File: src/rtl/core/gdcl_pkg.sv
package gdcl_pkg;

	localparam int unsigned RowW = 64;
	localparam int unsigned IdxW = 6;
	localparam int unsigned LabelW = 5;
	localparam int unsigned MaxDepth = 6;

	localparam logic OP_LOAD = 1'b0;
	localparam logic OP_RUN = 1'b1;

	localparam logic [0:0] REG_CLIQUE_SIZE = 1'b0;
	localparam logic [0:0] REG_VERTEX_COUNT = 1'b1;

	typedef struct packed {
		logic        op;
		logic [5:0]  row_index;
		logic [63:0] row_bits;
	} in_word_t;

	typedef struct packed {
		logic [5:0] vertex;
		logic [4:0] label;
		logic       last;
	} out_word_t;

	typedef enum logic [3:0] {
		ST_IDLE,
		ST_CLEAR,
		ST_SCAN,
		ST_READ,
		ST_DESCEND,
		ST_MARK,
		ST_REP_RD,
		ST_REP_OUT
	} state_t;

	// Port from the search engine to the label memory.
	typedef struct packed {
		logic              we;
		logic [5:0]        waddr;
		logic [4:0]        wdata;
		logic              re;
		logic [5:0]        raddr;
	} lbl_req_t;

endpackage

File: src/rtl/core/gdcl_adj_mem.sv
module gdcl_adj_mem #(
	parameter int unsigned DEPTH = 64
) (
	input  logic                   clk,
	input  logic                   we,
	input  logic [$clog2(DEPTH)-1:0] waddr,
	input  logic [63:0]            wdata,
	input  logic [$clog2(DEPTH)-1:0] raddr,
	output logic [63:0]            rdata
);
	import gdcl_pkg::*;

	logic [63:0] mem [DEPTH];

	always_ff @(posedge clk) begin
		if (we) begin
			mem[waddr] <= wdata;
		end
		rdata <= mem[raddr];
	end

endmodule

File: config.mk
export PLATFORM = sky130hd
export DESIGN_NAME = gdcl_adj_mem
export DESIGN_NICKNAME = d
export VERILOG_FILES = /design/src/rtl/core/gdcl_pkg.sv /design/src/rtl/core/gdcl_adj_mem.sv
export SDC_FILE = /design/constraint.sdc
export NUM_CORES = 2
export LEC_CHECK = 0
export BUFFER_PORTS_ARGS = -buffer_cell sky130_fd_sc_hd__buf_4
export CORE_UTILIZATION = 40
export DETAILED_ROUTE_END_ITERATION = 10
export PLACE_DENSITY = 0.53
export SYNTH_ARGS = -nofsm -noshare
export SYNTH_HDL_FRONTEND = slang
export SYNTH_SLANG_ARGS = --single-unit
File: constraint.sdc
create_clock -name clk -period 10.92 [get_ports clk]
set_clock_uncertainty 0.2 [all_clocks]
set_input_delay 1.092 -clock clk [delete_from_list [all_inputs] [get_ports clk]]
set_output_delay 1.092 -clock clk [all_outputs]
set_load 0.03 [all_outputs]
==> flow_summary.json <==
{
  "synth_largest_area_cell": "edfxtp_1",
  "rsz0062_at_grt": "no",
  "synth_seq_area_share": 0.795,
  "finalSetupViolations": 0,
  "cts_resized": 0,
  "syn_area_sq_um": 156000,
  "synth_top_area_share": 0.787,
  "cts_tree": "done",
  "drv_cap": 0,
  "drt-initial-drc-count": 9236,
  "dr.pass1.iters": 8,
  "synthArstFlopShare": 0,
  "multi_input_area_sq_um": 30800,
  "avgSynthCellArea_sq_um": 23.7,
  "drc": 6,
  "relSlewSlack": 0.103,
  "htreeDepth": 5,
  "die_x_microns": 627,
  "grt_pass1_vias": 76400,
  "synth_ff_type": "edfxtp_1",
  "synth_nets": 6676,
  "layout-drive-gt1-share": 0.285,
  "min_period_ns": 4.16,
  "p_leak_nw": 55.2,
  "cp_common_cell": "buf_4",
  "setup_tns_ns": 0,
  "synth-edff-count": 4096,
  "via_count": 74800,
  "yosys-top-cells-area": "edfxtp_1 (79%), mux4_2 (15%), mux2i_1 (0.86%)",
  "worst_r2r_endpoint": "rdata[14]",
  "fill_cells": 32300,
  "drt-total-wl_mm": 462,
  "slowest_stage": "buf_4",
  "crit_chain": "buf_4 > nor2_4 > buf_4 > buf_4 > a22oi_1 > and3_1 > a211oi_1",
  "grt_max_degree": 102,
  "portBuffers": 141,
  "synth_cell_types": 33,
  "status": "finished, violations left",
  "path_clk_slew_ns": 0.06,
  "arrival_ns": 4.76,
  "cts_hold_buf": 0,
  "postRouteAntennaNets": 0,
  "cts-root-buf": "clkbuf_16",
  "routed_via_density": 5.95,
  "cts_max_path_buffers": 4,
  "max_clock_freq_mhz": 240,
  "peakVddDrop_mv": 0.143,
  "crit_required_ns": 11.52,
  "dp_hpwl_mm": 242,
  "whs_path_depth": 1,
  "r2r_start": "mem[12][14]",
  "power_frac_comb": 0.046,
  "wire_per_inst_microns": 36.7,
  "gp_congestion": 0.760,
  "hold_path.startpoint": "wdata[50]",
  "hold_end": "mem[53][50]",
  "area_growth_pct": 14.1,
  "switching_share": 0.214,
  "report.final.slew_viol_count": 0,
  "yosys_register_bits": 4160,
  "grt_pass1_wl_mm": 633,
  "grt_use_total": 0.234,
  "violations": "design-rule violations",
  "p_per_area_nw_per_um2": 191,
  "yosysWarnings": 0,
  "crit_path_max_incr_delay_ns": 0.89,
  "cts.sinks": 4160,
  "crit_fanout": 47,
  "io_pins": 142,
  "p_seq_frac": 0.523,
  "reg2reg_slack_ns": 8.51,
  "antenna_found_initial": 28,
  "nets": 7075,
  "synth_most_common_cell": "edfxtp_1",
  "p_total_w": 0.0340,
  "holdCritPathClass": "primary input to flip-flop",
  "r2r_cells": 5,
  "p_int_w": 0.0267,
  "rows": 229,
  "hold_violations": 0,
  "worst_slew_pin_slew_ns": 1.35,
  "period_share": 0.381,
  "clock_latency_ns": 1.00,
  "synthCells": 6598,
  "cts_made_buffers": 429,
  "crit_start": "raddr[3]",
  "seqCellArea_sq_um": 124000,
  "start_util": 0.402,
  "worstSetupEndpointType": "flip-flop",
  "start_kind": "primary input",
  "p_sw_w": 0.00727,
  "crit_type": "primary input to flip-flop",
  "post_cts_buffers": 0,
  "die-area_sq_um": 393000,
  "core_sq_um": 389000,
  "grt_remaining_overflow": 0,
  "fp.dieH_microns": 627,
  "synth.top_cells.by_count": "edfxtp_1 (4096), mux4_2 (1024), buf_2 (170)",
  "power_frac_clock": 0.431
}
through the flow:
step / instances / utilization / worst slack, ns / cell area (sq um) / hold WS (ns)
2_1_floorplan: 6598 / - / 4.19 / 156000 / 0.588
3_3_place_gp: 11800 / 0.422 / 5.68 / 164000 / 0.625
3_5_place_dp: 11800 / 0.422 / 5.71 / 164000 / 0.623
4_1_cts: 12600 / 0.458 / 6.76 / 178000 / 0.361
5_1_grt: 12600 / 0.458 / 6.69 / 178000 / 0.429
6_report: 12600 / 0.459 / 6.76 / 178000 / 0.431
sequential cells by signal, indices dropped and copies added, names as in the netlist:
| register | count |
|---|---|
| mem | 4096 |
| rdata | 64 |
kinds of logic (layout without fill, tap and decap cells):
group | count (synthesis) | count (layout) | synth area share
DFF | 4160 | 4160 | 0.795
muxes | 1159 | 1159 | 0.156
AOI/OAI and AO/OA | 504 | 504 | 0.0248
buffers and inverters | 389 | 1161 | 0.0118
and+or+nand+nor | 386 | 386 | 0.0124
other | 0 | 10 | 0
worst max-delay path by stage:
stage | depth (start not counted) | to
2_1_floorplan | 4 | mem[48][0]
3_3_place_gp | 7 | rdata[40]
3_5_place_dp | 7 | rdata[40]
4_1_cts | 7 | rdata[40]
5_1_grt | 8 | rdata[27]
6_report | 7 | rdata[40]
critical path, delay by kind of cell:
family	cells	cell delay, ns
and+or+nand+nor	2	0.74
buffers and inverters	3	2.00
AOI/OAI and AO/OA	2	0.72
metal layers:
metal  vias up  routed length [microns]  GRT usage
met1     41900                   189000      0.324
met5         -                       26          0
met3       649                    29900     0.0300
met4         4                    12600     0.0619
li1      29300                        -          -
met2      2940                   230000      0.393
placed cells by master, fill, tap and decap left out, drive strengths merged:
master	instances
a211oi	63
a22o	88
a22oi	168
a2bb2oi	19
a31o	1
a31oi	18
a41oi	26
and2	3
and3	64
buf	338
bufinv	45
clkbuf	551
clkinv	185
clkinvlp	11
dfxtp	64
diode	10
edfxtp	4096
inv	31
mux2i	135
mux4	1024
nand2	58
nand2b	11
nand3	45
nand3b	2
nand4	2
nand4b	1
nor2	112
nor2b	28
nor3	2
o221ai	38
o22ai	83
or2	28
or3	29
or3b	1
power groups by stage:
stage / clock network [W] / registers (W) / logic (W)
floorplan: 0 / 0.0181 / 0.000823
global placement: 0 / 0.0181 / 0.00158
detailed placement: 0 / 0.0181 / 0.00160
CTS: 0.0149 / 0.0178 / 0.00160
global route: 0.0154 / 0.0178 / 0.00167
finish: 0.0146 / 0.0178 / 0.00158
area by class of cell:
type | count | share of cell area
tap | 5197 | 0.0364
antenna | 10 | 0.000140
sequential | 4160 | 0.697
clock buffer | 551 | 0.0643
multi-input combinational | 2049 | 0.173
clock inverter | 253 | 0.0142
inverter | 19 | 0.000400
timing repair buffer | 338 | 0.0154
Power figures use the tool's default switching activity.
