## src/rtl/core/gdcl_pkg.sv

```systemverilog
package gdcl_pkg;

	localparam int unsigned RowW = 64;
	localparam int unsigned IdxW = 6;
	localparam int unsigned LabelW = 5;
	localparam int unsigned MaxDepth = 6;

	localparam logic OP_LOAD = 1'b0;
	localparam logic OP_RUN = 1'b1;

	localparam logic [0:0] REG_CLIQUE_SIZE = 1'b0;
	localparam logic [0:0] REG_VERTEX_COUNT = 1'b1;

	typedef struct packed {
		logic        op;
		logic [5:0]  row_index;
		logic [63:0] row_bits;
	} in_word_t;

	typedef struct packed {
		logic [5:0] vertex;
		logic [4:0] label;
		logic       last;
	} out_word_t;

	typedef enum logic [3:0] {
		ST_IDLE,
		ST_CLEAR,
		ST_SCAN,
		ST_READ,
		ST_DESCEND,
		ST_MARK,
		ST_REP_RD,
		ST_REP_OUT
	} state_t;

	// Port from the search engine to the label memory.
	typedef struct packed {
		logic              we;
		logic [5:0]        waddr;
		logic [4:0]        wdata;
		logic              re;
		logic [5:0]        raddr;
	} lbl_req_t;

endpackage

```

## src/rtl/core/gdcl_lbl_mem.sv

```systemverilog
module gdcl_lbl_mem #(
	parameter int unsigned DEPTH = 64
) (
	input  logic               clk,
	input  gdcl_pkg::lbl_req_t req,
	output logic [4:0]         rdata
);
	import gdcl_pkg::*;

	logic [4:0] mem [DEPTH];

	always_ff @(posedge clk) begin
		if (req.we) begin
			mem[req.waddr[$clog2(DEPTH)-1:0]] <= req.wdata;
		end
		if (req.re) begin
			rdata <= mem[req.raddr[$clog2(DEPTH)-1:0]];
		end
	end

endmodule

```

## config.mk

```make
export PLATFORM = sky130hd
export DESIGN_NAME = gdcl_lbl_mem
export DESIGN_NICKNAME = d
export VERILOG_FILES = /design/src/rtl/core/gdcl_pkg.sv /design/src/rtl/core/gdcl_lbl_mem.sv
export SDC_FILE = /design/constraint.sdc
export NUM_CORES = 1
export LEC_CHECK = 0
export BUFFER_PORTS_ARGS = -buffer_cell sky130_fd_sc_hd__buf_2
export CORE_UTILIZATION = 43
export DETAILED_ROUTE_END_ITERATION = 7
export GPL_ROUTABILITY_DRIVEN = 0
export PLACE_DENSITY = 0.67
export SYNTH_ARGS = -nofsm -noshare
export SYNTH_HDL_FRONTEND = slang
export SYNTH_SLANG_ARGS = --single-unit
```

## constraint.sdc

```tcl
create_clock -name clk -period 4.35 [get_ports clk]
set_input_delay 0.2175 -clock clk [delete_from_list [all_inputs] [get_ports clk]]
set_output_delay 0.2175 -clock clk [all_outputs]
set_load 0.005 [all_outputs]
```

==> flow_summary.yaml, run 1 <==
clock_tree:
  cts_sinks: 325
  htree_levels: 2
  cts_root_buf: "clkbuf_16"
  cts_buffer_depth: 3
  cts_tree: "done"
  cts_resized: 0
  clk_latency_ns: 0.51
  post-cts-setup-buffer-count: 0
  holdBufCountCts: 0
  clk_pin_slew_ns: 0.06
  cts-buffers-inserted: 34
synthesis:
  synth_area_leaders: "edfxtp_1 76%, mux4_2 12%, mux4_1 2.9%, nor2_1 2.0%, mux2_2 1.1%"
  seq_area_frac_synth_pct: 76.13
  yosysTopAreaCell: "edfxtp_1"
  ys.warnings.count: 0
  syn_nets: 630
  synth_top_area_share_pct: 76.13
  synth.avg_cell_area_um2: 21.01
  async_flop_share_pct: 0
  synth_seq_cells: 325
  syn-instance-count: 610
  ys.flop_type: "edfxtp_1"
  synth_edf_count: 325
  yosysUniqueCellTypes: 36
  netlist_area_mm2: 0.01282
global_routing:
  gr-usage-all-layers_pct: 17.64
  antenna_found_initial: 1
  grt_pass1_vias: 6137
  gr-total-overflow: 0
  grt_max_degree: 65
  grt_pass1_wl_mm: 39.26
setup_path:
  setup.worst_path.end_class: "register"
  required_ns: 4.59
  crit_path_max_fanout: 41
  startpoint_type: "input port"
  crit_type: "in2reg"
  worstPathArrival_ns: 2.74
timing:
  rsz0062_at_grt: "no"
  clock.fmax_mhz: 400.8
  tightestPinTransition_ns: 1.224
  slew_violations: 0
  layout_worst_path_cycle_share_pct: 57.35
  period_needed_ns: 2.495
  tns_ns: 0
  setup_viol: 0
  skew_ns: 0.01629
  relSlewSlack_pct: 18.40
  finalHoldViolCount: 0
routing:
  routed_wl_mm: 25.99
  drc: 0
  vias_per_cell: 5.804
  dr.pass1.iters: 5
  wl_per_cell_um: 24.84
  drtIter0Drc: 589
  num_vias: 6071
  final_antenna_net_count: 0
job:
  drv_cap: 0
hold_path:
  min_path_type: "in2reg"
finish:
  n_fill_cell: 2298
  n_antenna_cell: 0
  layout_commonest_cell: "edfxtp_1"
  fin_nets: 659
  drive_gt1_share_pct: 23.26
  finalCoreUtilization_pct: 49.26
  final_cell_mix: "325 x edfxtp_1, 67 x nor2_1, 66 x mux4_2, 34 x clkbuf_16, 23 x buf_2"
  syn2layout_area_growth_pct: 11.50
die:
  die_area_mm2: 0.03050
  io_pins: 25
  core_mm2: 0.02901
  fp-row-count: 62
  die_w_um: 174.7
  initial_core_util_pct: 44.18
  die_y_um: 174.7
power_and_ir_drop:
  p_leak_nw: 4.407
  power_density_mw_per_mm2: 459.2
  peakVddDrop_mv: 0.2082
place:
  hpwl_mm: 15.97
  io_buffers: 24
outcome:
  outcome: "complete, no violations"
## final timing paths
kind                        start                  to  slack [ns]  depth (start not counted)
max reg2reg  mem[46][4]$_DFFE_PP_  rdata[4]$_DFFE_PP_        1.97                          5
max                        req[0]  rdata[4]$_DFFE_PP_        1.86                          6
min                        req[6]  rdata[3]$_DFFE_PP_        0.03                          1
min reg2reg  mem[31][1]$_DFFE_PP_  rdata[1]$_DFFE_PP_        0.93                          4
## sequential cells by signal (all words and copies together) (netlist names)
name   flops
mem      320
rdata      5
## power breakdown
part | switching (mW) | internal, mW
combinational | 0.189 | 0.111
sequential | 0.00611 | 3.48
clock | 1.15 | 1.63
total | 1.35 | 5.22
## layer usage
layer  wire [um]  vias to the layer above  global-route usage, %  part of all wire (%)
li1            -                     2618                      -                     -
met1       10730                     3148                  24.67                    41
met2       12420                      252                  27.40                    48
met3        1996                       51                  3.982                   7.7
met4         833                        2                  6.232                   3.2
met5          13                        -                      0                 0.050
## area by class of cell
cell class                      instances  area (um2)  share of cell area (%)
Timing Repair Buffer                   28       152.6                   1.068
Tap cell                              384       480.5                   3.362
Multi-Input combinational cell        250        2826                   19.78
Clock inverter                         18       196.4                   1.374
Clock buffer                           41       877.1                   6.137
Sequential cell                       325        9759                   68.28
## Yosys cell counts, drive strengths merged, types with 7 or more instances
master and instances:
edfxtp 325, buf 18, nand2 10, nor2 67, mux2 12, mux2i 7, a31oi 7, mux4 80
o221ai 7, clkbuf 16, o22ai 13
## through the flow
step | hold slack, ns | cell area (um2) | power, mW | setup WS (ns) | cells
detailed placement | 0.5352 | 13220 | 3.851 | 1.286 | 987
floorplan | 0.3164 | 12820 | 3.732 | 2.322 | 610
CTS | 0.009777 | 14290 | 6.607 | 1.809 | 1046
global placement | 0.5166 | 13220 | 3.842 | 1.315 | 987
global route | 0.01946 | 14290 | 6.738 | 1.719 | 1046
finish | 0.02555 | 14290 | 6.563 | 1.855 | 1046
## worst max-delay path, cell delays in order
cell      delay (ns)
buf_4           0.57
mux4_1          0.70
mux2_2          0.30
o221ai_1        0.38
a31oi_1         0.16
or3_1           0.35
## kinds of logic (layout without fill, tap and decap cells)
| group | after synthesis | count (layout) | share of synthesized area, % |
|---|---|---|---|
| buffers and inverters | 35 | 87 | 1.815 |
| AO/OA/AOI/OAI | 38 | 38 | 1.982 |
| multiplexers | 99 | 99 | 16.07 |
| AND/OR/NAND/NOR | 113 | 113 | 4.002 |
| flip-flops | 325 | 325 | 76.13 |
Power figures use the tool's default switching activity.
==> run 2, diff against run 1 <==
--- a/config.mk
+++ b/config.mk
@@ -9,7 +9,7 @@
 export CORE_UTILIZATION = 43
 export DETAILED_ROUTE_END_ITERATION = 7
 export GPL_ROUTABILITY_DRIVEN = 0
-export PLACE_DENSITY = 0.67
+export PLACE_DENSITY = 0.69
 export SYNTH_ARGS = -nofsm -noshare
 export SYNTH_HDL_FRONTEND = slang
 export SYNTH_SLANG_ARGS = --single-unit
==> constraint.sdc (replaced) <==
create_clock -name clk -period 2 [get_ports clk]
set_input_delay 0.1 -clock clk [delete_from_list [all_inputs] [get_ports clk]]
set_output_delay 0.1 -clock clk [all_outputs]
set_load 0.005 [all_outputs]
==> flow_summary.yaml, run 2 (synthesized netlist as in run 1, its figures left out) <==
global_routing:
  gr-usage-all-layers_pct: 18.72
  grt_pass1_wl_mm: 42.17
  grt_pass1_vias: 6799
  grt_max_degree: 34
  gr-total-overflow: 0
  antenna_found_initial: 1
timing:
  period_needed_ns: 2.023
  slew_violations: 0
  skew_ns: 0.008771
  setup_viol: 3
  layout_worst_path_cycle_share_pct: 101.1
  tightestPinTransition_ns: 0.6258
  rsz0062_at_grt: "yes"
  clock.fmax_mhz: 494.3
  setup_slack_ns: -0.02293
  finalHoldViolCount: 0
  relSlewSlack_pct: 58.28
  tns_ns: -0.03414
clock_tree:
  clk_pin_slew_ns: 0.06
  cts-buffers-inserted: 31
  htree_levels: 1
  cts_buffer_depth: 3
  cts_root_buf: "clkbuf_16"
  cts_tree: "done"
  cts_sinks: 325
  clk_latency_ns: 0.55
power_and_ir_drop:
  peakVddDrop_mv: 0.6744
  power_density_mw_per_mm2: 916.9
  combPwrFrac_pct: 5.7
  p_clk_share_pct: 39.1
  p_leak_nw: 4.803
  power_switching_mw: 2.755
  switching_share_pct: 20.09
  seqPwrFrac_pct: 55.2
  p_int_mw: 10.96
  p_total_mw: 13.71
routing:
  wl_per_cell_um: 24.46
  drtIter0Drc: 677
  final_antenna_net_count: 0
  vias_per_cell: 5.709
  dr.pass1.iters: 5
  routed_wl_mm: 27.45
  num_vias: 6405
  drc: 0
finish:
  fin_nets: 739
  syn2layout_area_growth_pct: 16.66
  layout_commonest_cell: "edfxtp_1"
  final_cell_mix: "325 x edfxtp_1, 77 x buf_4, 75 x mux4_2, 67 x nor2_1, 31 x clkbuf_16"
  drive_gt1_share_pct: 33.38
  n_fill_cell: 2254
  largest_reg_flops: 320
die:
  initial_core_util_pct: 44.18
  io_pins: 25
  core_mm2: 0.02901
  die_w_um: 174.7
  die_area_mm2: 0.03050
  die_y_um: 174.7
  fp-row-count: 62
place:
  hpwl_mm: 18.91
  io_buffers: 24
setup_path:
  required_ns: 2.29
  setup.worst_path.end_class: "register"
  crit_path_max_fanout: 1
  crit_type: "reg2reg"
  startpoint_type: "register"
  worstPathArrival_ns: 2.31
outcome:
  outcome: "complete, but fails checks"
  failed_checks: "setup timing"
job:
  drv_cap: 0
hold_path:
  min_path_type: "in2reg"
-- run 2: final cells by class --
| class | count | area (um2) | share of cell area [%] |
|---|---|---|---|
| clock buffers | 36 | 794.5 | 5.313 |
| well taps | 384 | 480.5 | 3.213 |
| clock inverters | 15 | 125.1 | 0.8367 |
| multi-input cells | 250 | 2899 | 19.39 |
| flip-flops and latches | 325 | 9759 | 65.26 |
| repair buffers | 111 | 893.4 | 5.974 |
| diodes | 1 | 2.502 | 0.01673 |
-- run 2: layer usage --
metal  vias to the layer above  GRT usage [%]  wire length, um
li1                       2756              -                -
met1                      3333          25.54            11140
met2                       273          30.82            13460
met3                        43          3.177             2166
met4                         0          6.051              679
met5                         -              0                0
-- run 2: worst max-delay path, cell delays in order (launching register included) --
cell	delay [ns]
edfxtp_1	0.39
mux4_2	0.47
mux2_4	0.29
o221ai_4	0.22
a31oi_2	0.07
or3_1	0.33
-- run 2: worst paths after layout --
check,slack (ns),depth (start not counted),startpoint,to
worst min-delay path,0.02,1,req[8],mem[0][1]$_DFFE_PP_
worst min register to register,0.95,4,mem[38][0]$_DFFE_PP_,rdata[0]$_DFFE_PP_
worst max-delay path,-0.02,5,mem[42][1]$_DFFE_PP_,rdata[1]$_DFFE_PP_
worst max register to register,-0.02,5,mem[42][1]$_DFFE_PP_,rdata[1]$_DFFE_PP_
-- run 2: through the flow --
step	instance area, um2	setup WS [ns]	std cells	hold WS, ns	utilization [%]
after global routing	14950	-0.06277	1121	0.03427	51.54
after floorplan	12820	0.08902	610	0.1989	-
after CTS	14960	-0.02377	1121	0.003991	51.56
after detailed placement	13940	-0.3045	1068	0.4209	48.05
after global placement	13940	-0.3107	1068	0.4226	48.05
final	14950	-0.02293	1122	0.02122	51.54
-- run 2: what timing repair did --
item / 4_1_cts / 5_1_grt
setup buffers: 0 / 0
pin swaps: 4 / 2
gates resized for setup: 20 / 6
cloned: 0 / 0
endpoints found under the setup margin: 4 / 5
hold buffers: 2 / 0
hold endpoints to repair: 18 / 0
-- run 2: power groups by stage --
stage               Sequential (mW)  Combinational (mW)  Clock (mW)
floorplan                      7.71               0.408           0
global placement               7.71               0.731           0
detailed placement             7.71               0.749           0
CTS                            7.57               0.789        5.45
global route                   7.57               0.839        5.67
finish                         7.57               0.782        5.36
==> run 3, diff against run 2 <==
--- a/config.mk
+++ b/config.mk
@@ -9,7 +9,7 @@
 export CORE_UTILIZATION = 43
 export DETAILED_ROUTE_END_ITERATION = 7
 export GPL_ROUTABILITY_DRIVEN = 0
-export PLACE_DENSITY = 0.69
+export PLACE_DENSITY = 0.67
 export SYNTH_ARGS = -nofsm -noshare
 export SYNTH_HDL_FRONTEND = slang
 export SYNTH_SLANG_ARGS = --single-unit
==> constraint.sdc (replaced) <==
create_clock -name clk -period 2.4 [get_ports clk]
set_input_delay 0.12 -clock clk [delete_from_list [all_inputs] [get_ports clk]]
set_output_delay 0.12 -clock clk [all_outputs]
set_load 0.005 [all_outputs]
==> flow_summary.yaml, run 3 (synthesized netlist as in run 1, its figures left out) <==
global_routing:
  antenna_found_initial: 1
  grt_pass1_vias: 6301
  grt_pass1_wl_mm: 39.93
  gr-usage-all-layers_pct: 17.88
  gr-total-overflow: 0
  grt_max_degree: 50
clock_tree:
  clk_pin_slew_ns: 0.06
  cts_sinks: 325
  cts_buffer_depth: 3
  cts_tree: "done"
  clk_latency_ns: 0.56
  cts_root_buf: "clkbuf_16"
  htree_levels: 1
  cts-buffers-inserted: 31
timing:
  finalHoldViolCount: 0
  holdWs_ns: 0.08480
  skew_ns: 0.02300
  tns_ns: 0
  clock.fmax_mhz: 459.1
  rsz0062_at_grt: "no"
  slew_violations: 0
  layout_worst_path_cycle_share_pct: 90.75
  period_needed_ns: 2.178
  setup_viol: 0
  tightestPinTransition_ns: 0.7297
  relSlewSlack_pct: 51.36
routing:
  drtIter0Drc: 718
  dr.pass1.iters: 4
  wl_per_cell_um: 25.14
  routed_wl_mm: 26.75
  drc: 0
  num_vias: 6192
  final_antenna_net_count: 0
  vias_per_cell: 5.820
power_and_ir_drop:
  p_leak_nw: 4.531
  peakVddDrop_mv: 0.5269
  power_density_mw_per_mm2: 814.8
  p_total_mw: 11.82
setup_path:
  worstPathArrival_ns: 2.48
  r2r_slack_ns: 0.22
  rr_worst_depth: 5
  startpoint_type: "register"
  r2r-end: "rdata[0]$_DFFE_PP_"
  required_ns: 2.70
  reg2reg_from: "mem[44][0]$_DFFE_PP_"
  crit_type: "reg2reg"
  setup.worst_path.end_class: "register"
  crit_path_max_fanout: 1
finish:
  n_fill_cell: 2262
  drive_gt1_share_pct: 26.07
  final_cell_mix: "325 x edfxtp_1, 67 x nor2_1, 66 x mux4_2, 31 x clkbuf_16, 23 x buf_2"
  syn2layout_area_growth_pct: 13.18
  finalCoreUtilization_pct: 50.00
  fin_nets: 678
  largest_reg_flops: 320
  layout_commonest_cell: "edfxtp_1"
hold_path:
  min_from: "req[3]"
  hold_end: "rdata[4]$_DFFE_PP_"
  min_path_type: "in2reg"
  hold_path_depth: 3
die:
  die_w_um: 174.7
  io_pins: 25
  core_mm2: 0.02901
  die_area_mm2: 0.03050
  die_y_um: 174.7
  initial_core_util_pct: 44.18
  fp-row-count: 62
job:
  drv_cap: 0
place:
  io_buffers: 24
  hpwl_mm: 17.82
outcome:
  outcome: "complete, no violations"
==> run 3: critical path: stages, from the launching register on <==
cell      delay, ns
edfxtp_1       0.40
mux4_1         0.51
mux2_2         0.28
o221ai_1       0.32
a31oi_1        0.08
or3_1          0.33
==> run 3: layout make-up <==
cell class                 count  area [um2]  area share, %
clock buffer                  34       787.0          5.425
multi-input combinational    250        2826          19.48
tap                          384       480.5          3.312
clock inverter                20       239.0          1.647
sequential                   325        9759          67.27
antenna                        1       2.502        0.01725
timing repair buffer          50       412.9          2.846
==> run 3: routing by layer <==
metal | vias to the layer above | track usage, % | part of all wire (%) | routed length, um
li1 | 2637 | - | - | -
met1 | 3210 | 25.79 | 42 | 11300
met2 | 291 | 28.21 | 47 | 12700
met3 | 52 | 3.003 | 8.0 | 2137
met4 | 2 | 5.181 | 2.2 | 595
met5 | - | 0 | 0.049 | 13
==> run 3: repair_timing <==
action | in CTS | in global routing
endpoints found under the hold margin | 25 | 0
gates resized for setup | 0 | 0
buffers inserted | 0 | 0
hold buffers | 3 | 0
==> run 3: how the worst max path moves through the flow <==
stage	from	end	cells past startpoint
floorplan	req[0]	rdata[0]$_DFFE_PP_	7
global placement	req[0]	rdata[3]$_DFFE_PP_	7
detailed placement	req[0]	rdata[0]$_DFFE_PP_	7
CTS	mem[57][0]$_DFFE_PP_	rdata[0]$_DFFE_PP_	5
global route	mem[44][0]$_DFFE_PP_	rdata[0]$_DFFE_PP_	5
finish	mem[44][0]$_DFFE_PP_	rdata[0]$_DFFE_PP_	5
==> run 3: metrics by stage <==
step                      instances  cell area [um2]  setup WS (ns)
after CTS                      1063            14510         0.2515
final                          1064            14510         0.2219
after global placement         1006            13450         0.1382
after floorplan                 610            12820         0.4690
after global routing           1063            14510         0.1732
after detailed placement       1006            13450         0.1068
==> run 3: power by group <==
group	switching [mW]	internal [mW]
clock network	2.03	2.89
registers	0.0144	6.29
logic	0.349	0.237
total	2.40	9.43
